[src/rtl/core/due_time_priority_queue_core_defines.svh]
// ----------------------------------------------------------------------------
// Due-time priority queue: assertion macros
// Shared concurrent assertion wrappers, clocked on an explicit or the block clock.
// ----------------------------------------------------------------------------
`ifndef DUE_TIME_PRIORITY_QUEUE_CORE_DEFINES_SVH
`define DUE_TIME_PRIORITY_QUEUE_CORE_DEFINES_SVH

// Generic form: explicit clock and reset.
`define DTPQ_ASSERT_CLK(label, clk, rst, prop, msg) \
   label: assert property (@(posedge clk) disable iff (rst) (prop)) else $error(msg);

// Block form: uses the block's clock and reset names.
`define DTPQ_ASSERT(label, prop, msg) \
   `DTPQ_ASSERT_CLK(label, clock, reset, prop, msg)

`endif

[src/rtl/core/dtpq_pkg.sv]
// ----------------------------------------------------------------------------
// Due-time priority queue package
// Default sizes, field widths, operation/status codes and shared types.
// ----------------------------------------------------------------------------
`timescale 1ns / 1ps
`default_nettype none

package dtpq_pkg;

   localparam int DEPTH_DEFAULT     = 16;
   localparam int TIME_BITS_DEFAULT = 48;

   localparam int TAG_W   = 16;
   localparam int PRIO_W  = 8;
   localparam int TRIES_W = 8;
   localparam int LIMIT_W = 5;

   localparam logic [LIMIT_W-1:0] LIMIT_RESET = 5'd16;

   // entry layout, lowest bits first: tag, priority, attempts, due, stamp
   localparam int TAG_LO   = 0;
   localparam int PRIO_LO  = TAG_LO + TAG_W;
   localparam int TRIES_LO = PRIO_LO + PRIO_W;
   localparam int DUE_LO   = TRIES_LO + TRIES_W;

   typedef enum logic [1:0] {
      OP_ENQUEUE  = 2'd0,
      OP_DEQUEUE  = 2'd1,
      OP_SHUTDOWN = 2'd2
   } op_type;

   typedef enum logic [1:0] {
      STAT_OK   = 2'd0,
      STAT_FULL = 2'd1,
      STAT_SHUT = 2'd2,
      STAT_NONE = 2'd3
   } status_type;

   typedef enum logic [1:0] {
      S_IDLE,
      S_EXEC,
      S_SCAN,
      S_DONE
   } state_type;

   typedef enum logic [1:0] {
      CMD_HOLD,
      CMD_INSERT,
      CMD_ROTATE
   } cell_cmd_type;

   typedef struct packed {
      cell_cmd_type        cmd;
      logic                drop;
      logic [PRIO_W-1:0]   new_prio;
   } cell_ctrl_type;

endpackage

`default_nettype wire

[src/rtl/core/dtpq_cell.sv]
// ----------------------------------------------------------------------------
// Due-time priority queue cell
// Holds one entry; inserts in priority order or rotates the ring by one.
// ----------------------------------------------------------------------------
`timescale 1ns / 1ps
`default_nettype none

module dtpq_cell #(
   parameter int INDEX     = 0,
   parameter int DEPTH     = dtpq_pkg::DEPTH_DEFAULT,
   parameter int TIME_BITS = dtpq_pkg::TIME_BITS_DEFAULT
) (
   input  wire                                   clock,
   input  wire  dtpq_pkg::cell_ctrl_type         ctrl,
   input  wire  [$clog2(DEPTH+1)-1:0]            len,
   input  wire  [dtpq_pkg::DUE_LO+2*TIME_BITS-1:0] new_data,
   input  wire  [dtpq_pkg::DUE_LO+2*TIME_BITS-1:0] left_data,
   input  wire                                   left_stay,
   input  wire  [dtpq_pkg::DUE_LO+2*TIME_BITS-1:0] right_data,
   input  wire  [dtpq_pkg::DUE_LO+2*TIME_BITS-1:0] head_data,
   output logic [dtpq_pkg::DUE_LO+2*TIME_BITS-1:0] data_o,
   output logic                                  stay_o
);

   localparam int CNT_W   = $clog2(DEPTH + 1);
   localparam int ENTRY_W = dtpq_pkg::DUE_LO + 2 * TIME_BITS;
   localparam logic [CNT_W-1:0] IDX  = CNT_W'(INDEX);
   localparam logic [CNT_W-1:0] NEXT = CNT_W'(INDEX + 1);

   logic [ENTRY_W-1:0] data_ff, data_in;
   logic               occupied;

   assign occupied = (IDX < len);
   assign stay_o   = occupied &&
                     (data_ff[dtpq_pkg::PRIO_LO +: dtpq_pkg::PRIO_W] >= ctrl.new_prio);
   assign data_o   = data_ff;

   always_comb begin
      data_in = data_ff;
      case (ctrl.cmd)
         dtpq_pkg::CMD_INSERT: begin
            // first cell past the kept prefix takes the new word, the rest shift down
            if (!stay_o) begin
               data_in = left_stay ? new_data : left_data;
            end
         end
         dtpq_pkg::CMD_ROTATE: begin
            if (NEXT < len) begin
               data_in = right_data;
            end else if (NEXT == len && !ctrl.drop) begin
               data_in = head_data;
            end
         end
         default: data_in = data_ff;
      endcase
   end

   always_ff @(posedge clock) begin
      data_ff <= data_in;
   end

endmodule

`default_nettype wire

[config.mk]
export PLATFORM = sky130hd
export DESIGN_NAME = dtpq_cell
export DESIGN_NICKNAME = d
export VERILOG_FILES = /design/src/rtl/core/due_time_priority_queue_core_defines.svh /design/src/rtl/core/dtpq_pkg.sv /design/src/rtl/core/dtpq_cell.sv
export SDC_FILE = /design/constraint.sdc
export NUM_CORES = 1
export LEC_CHECK = 0
export BUFFER_PORTS_ARGS = -buffer_cell sky130_fd_sc_hd__buf_2
export CORE_AREA = 2 2 253 255
export CTS_BUF_LIST = sky130_fd_sc_hd__clkbuf_2
export CTS_CLUSTER_SIZE = 24
export DETAILED_ROUTE_END_ITERATION = 6
export DIE_AREA = 0 0 255 257
export GPL_ROUTABILITY_DRIVEN = 0
export PLACE_DENSITY = 0.34
export SYNTH_ARGS = -nofsm -noshare
export SYNTH_HDL_FRONTEND = slang
export SYNTH_SLANG_ARGS = --single-unit
export TNS_END_PERCENT = 5
[constraint.sdc]
create_clock -name clock -period 10.3 [get_ports clock]
set_input_delay 0.515 -clock clock [delete_from_list [all_inputs] [get_ports clock]]
set_output_delay 0.515 -clock clock [all_outputs]
set_load 0.005 [all_outputs]
==> impl_metrics.json <==
{
  "fin_crit_ns": 3.28,
  "num_io_pins": 659,
  "status": "completed",
  "setup_violations": 0,
  "numCtsBuffers": 17,
  "min_to": "data_o[29]",
  "hp-start": "ctrl[10]",
  "track_usage": 0.117,
  "hold_viol_final": 0,
  "endpoint_kind": "output port",
  "drc": 0,
  "cts_tree": "yes",
  "cts.repair.resized": 0,
  "clk_pin_slew_ns": 0.19,
  "swShare": 0.293,
  "pre_cts_slack_ns": 6.73,
  "grt_pass1_wl_microns": 57200,
  "ys_seq_area_frac": 0.464,
  "startpoint": "data_o[21]",
  "drv_slew": 0,
  "io_buffers": 658,
  "drt_wl_total_microns": 40300,
  "fin_worst_skew_ns": 0.0562,
  "cp_cell_sequence": "ha_1 -> nand2_1 -> or3_1 -> o221ai_1 -> and2_1 -> buf_2",
  "timing.fmax_mhz": 305,
  "clk_path_buf_depth": 2,
  "final_nets": 2282,
  "startpoint_type": "register",
  "stdcell_count": 2606,
  "vias": 9869,
  "syn_area_sq_um": 8280,
  "finalCritPeriodShare": 0.318,
  "crit_arrival_ns": 2.76,
  "drive_gt1_frac": 0.400,
  "rsz0062_at_grt": "false",
  "tns_ns": 0,
  "multiInputGateArea_sq_um": 3950,
  "dr.pass1.iters": 4,
  "viasPerCell": 3.79,
  "min_path_type": "input pin to register",
  "synth_seq_cells": 128,
  "routedWlPerCell_microns": 15.5,
  "ys_warn_count": 0,
  "post-route-util": 0.260,
  "coreArea_sq_um": 62700,
  "synth_cell_type_count": 23,
  "die_area_sq_um": 65500,
  "dieWidth_microns": 255,
  "start_util": 0.132,
  "synth_top_area_cell": "edfxtp_1",
  "slew_headroom": 0.357,
  "cap_violations": 0,
  "crit_type": "register to output port",
  "p_leak_uw": 0.00767,
  "cp_slowest_cell": "edfxtp_1",
  "rr_worst_depth": 6,
  "max_stage_delay_ns": 0.47,
  "p_sw_uw": 456,
  "path_buf_inv": 1,
  "netlist_instances": 749,
  "dp_cells": 2191,
  "grt_pass1_vias": 10301,
  "rows": 92,
  "clkPwrFrac": 0.224,
  "reg2reg_to": "data_o[113]",
  "final-seq-area_sq_um": 3840,
  "cp_top_family": "simple AND/OR/NAND/NOR gates",
  "synthToLayoutAreaGrowth_pct": 96.8,
  "reg2reg_setup_slack_ns": 7.08,
  "grt_max_degree": 82,
  "drtIter0Drc": 337,
  "clock-sinks": 128,
  "holdPathStages": 4,
  "comb_power_share": 0.345,
  "ant_nets": 0,
  "worst_slack_ns": 7.02,
  "powerDensity_nw_per_um2": 95.5,
  "dpl.hpwl_microns": 30900,
  "tightest_slew_ns": 0.965,
  "largest_reg_flops": 128,
  "antenna_found_initial": 9,
  "cts.htree.levels": 4,
  "syn-num-nets": 1289,
  "clk_latency_ns": 0.91,
  "grt-ovfl-total": 0,
  "cp_max_fo": 2,
  "syn_area_per_cell_sq_um": 11.1,
  "vdd_drop_max_v": 0.0000611,
  "fill_cells": 6878,
  "synth_area_leaders": "edfxtp_1 (46%), mux2i_1 (15%), a211oi_1 (12%)",
  "die_y_microns": 257,
  "cts_root_buffer": "clkbuf_2",
  "p_int_uw": 1100,
  "regToRegStartpoint": "data_o[18]",
  "netlist.area_leader.share": 0.464,
  "cp.required_ns": 9.79,
  "seqPwrFrac": 0.432
}
[how the worst max path moves through the flow]
stage | depth (start not counted) | endpoint | slack, ns
2_1_floorplan | 6 | data_o[0] | 1.31
3_3_place_gp | 8 | data_o[58] | 6.79
3_5_place_dp | 8 | data_o[41] | 6.73
4_1_cts | 6 | stay_o | 6.81
5_1_grt | 6 | stay_o | 6.76
6_report | 6 | stay_o | 7.02
[what timing repair did]
item | 4_1_cts | 5_1_grt
endpoints found under the hold margin | 128 | 0
hold buffers | 378 | 0
buffers inserted | 0 | 0
[cells in the final DEF, fill, tap and decap left out, drive strengths merged]
master and n:
a211o 1, a211oi 128, a21oi 130, a31o 1, a31oi 2, and2 1
buf 667, bufinv 3, clkbuf 18, clkinv 8, clkinvlp 2, diode 7
dlygate4sd3 378, edfxtp 128, ha 10, inv 10, mux2i 128, nand2 2
nand2b 3, nor2 1, nor2b 128, nor4 1, o221ai 1, or3 1
or4 1
[per-stage QoR]
| stage | hold slack (ns) | cell area (sq um) | total power [uW] |
|---|---|---|---|
| after floorplan | 0.768 | 8280 | 856 |
| after detailed placement | 0.874 | 12300 | 1060 |
| after global routing | 0.0994 | 16300 | 1660 |
| after CTS | 0.0485 | 16300 | 1600 |
| final | 0.274 | 16300 | 1560 |
| after global placement | 0.872 | 12300 | 1070 |
[power by group through the flow]
| stage | Combinational (uW) | Sequential [uW] | Clock, uW |
|---|---|---|---|
| 6_report | 537 | 671 | 348 |
| 5_1_grt | 589 | 679 | 397 |
| 4_1_cts | 543 | 673 | 381 |
| 3_5_place_dp | 379 | 684 | 0 |
| 3_3_place_gp | 382 | 684 | 0 |
| 2_1_floorplan | 151 | 705 | 0 |
[cell families after synthesis]
group | after synthesis | synth area share
buffers and inverters | 82 | 0.0627
DFF | 128 | 0.464
adders and majority gates | 10 | 0.0151
muxes | 128 | 0.155
and+or+nand+nor | 138 | 0.104
AOI/OAI and AO/OA | 263 | 0.199
[layout make-up]
cell class | count | share of cell area
Inverter | 10 | 0.00230
Sequential cell | 128 | 0.236
Multi-Input combinational cell | 539 | 0.242
Tap cell | 846 | 0.0650
Clock inverter | 13 | 0.00906
Antenna cell | 7 | 0.00107
Timing Repair Buffer | 1046 | 0.439
Clock buffer | 17 | 0.00522
[synth_stat cells]
| cell type | number |
|---|---|
| a21oi_1 | 130 |
| a211oi_1 | 128 |
| edfxtp_1 | 128 |
| mux2i_1 | 128 |
| nor2b_1 | 128 |
| clkbuf_1 | 51 |
| buf_12 | 11 |
| ha_1 | 10 |
| inv_1 | 10 |
| buf_1 | 4 |
| buf_6 | 4 |
| nand2b_1 | 3 |
| a31oi_1 | 2 |
| buf_2 | 2 |
| nand2_1 | 2 |
| a211o_1 | 1 |
| a31o_2 | 1 |
| and2_1 | 1 |
| nor2_1 | 1 |
| nor4_1 | 1 |
| o221ai_1 | 1 |
| or3_1 | 1 |
| or4_4 | 1 |
[layer usage]
metal  GRT usage  share of wire  wire length (microns)
met5           0              0                      0
met4      0.0440          0.025                   1000
met3      0.0371          0.086                   3470
met2       0.225           0.52                  21100
met1       0.116           0.36                  14700
[worst min-delay path, stage by stage]
cell and delay (ns):
buf_2 0.11, ha_4 0.12, a31o_2 0.12, a31oi_4 0.11
(Power assumes the default switching activity.)
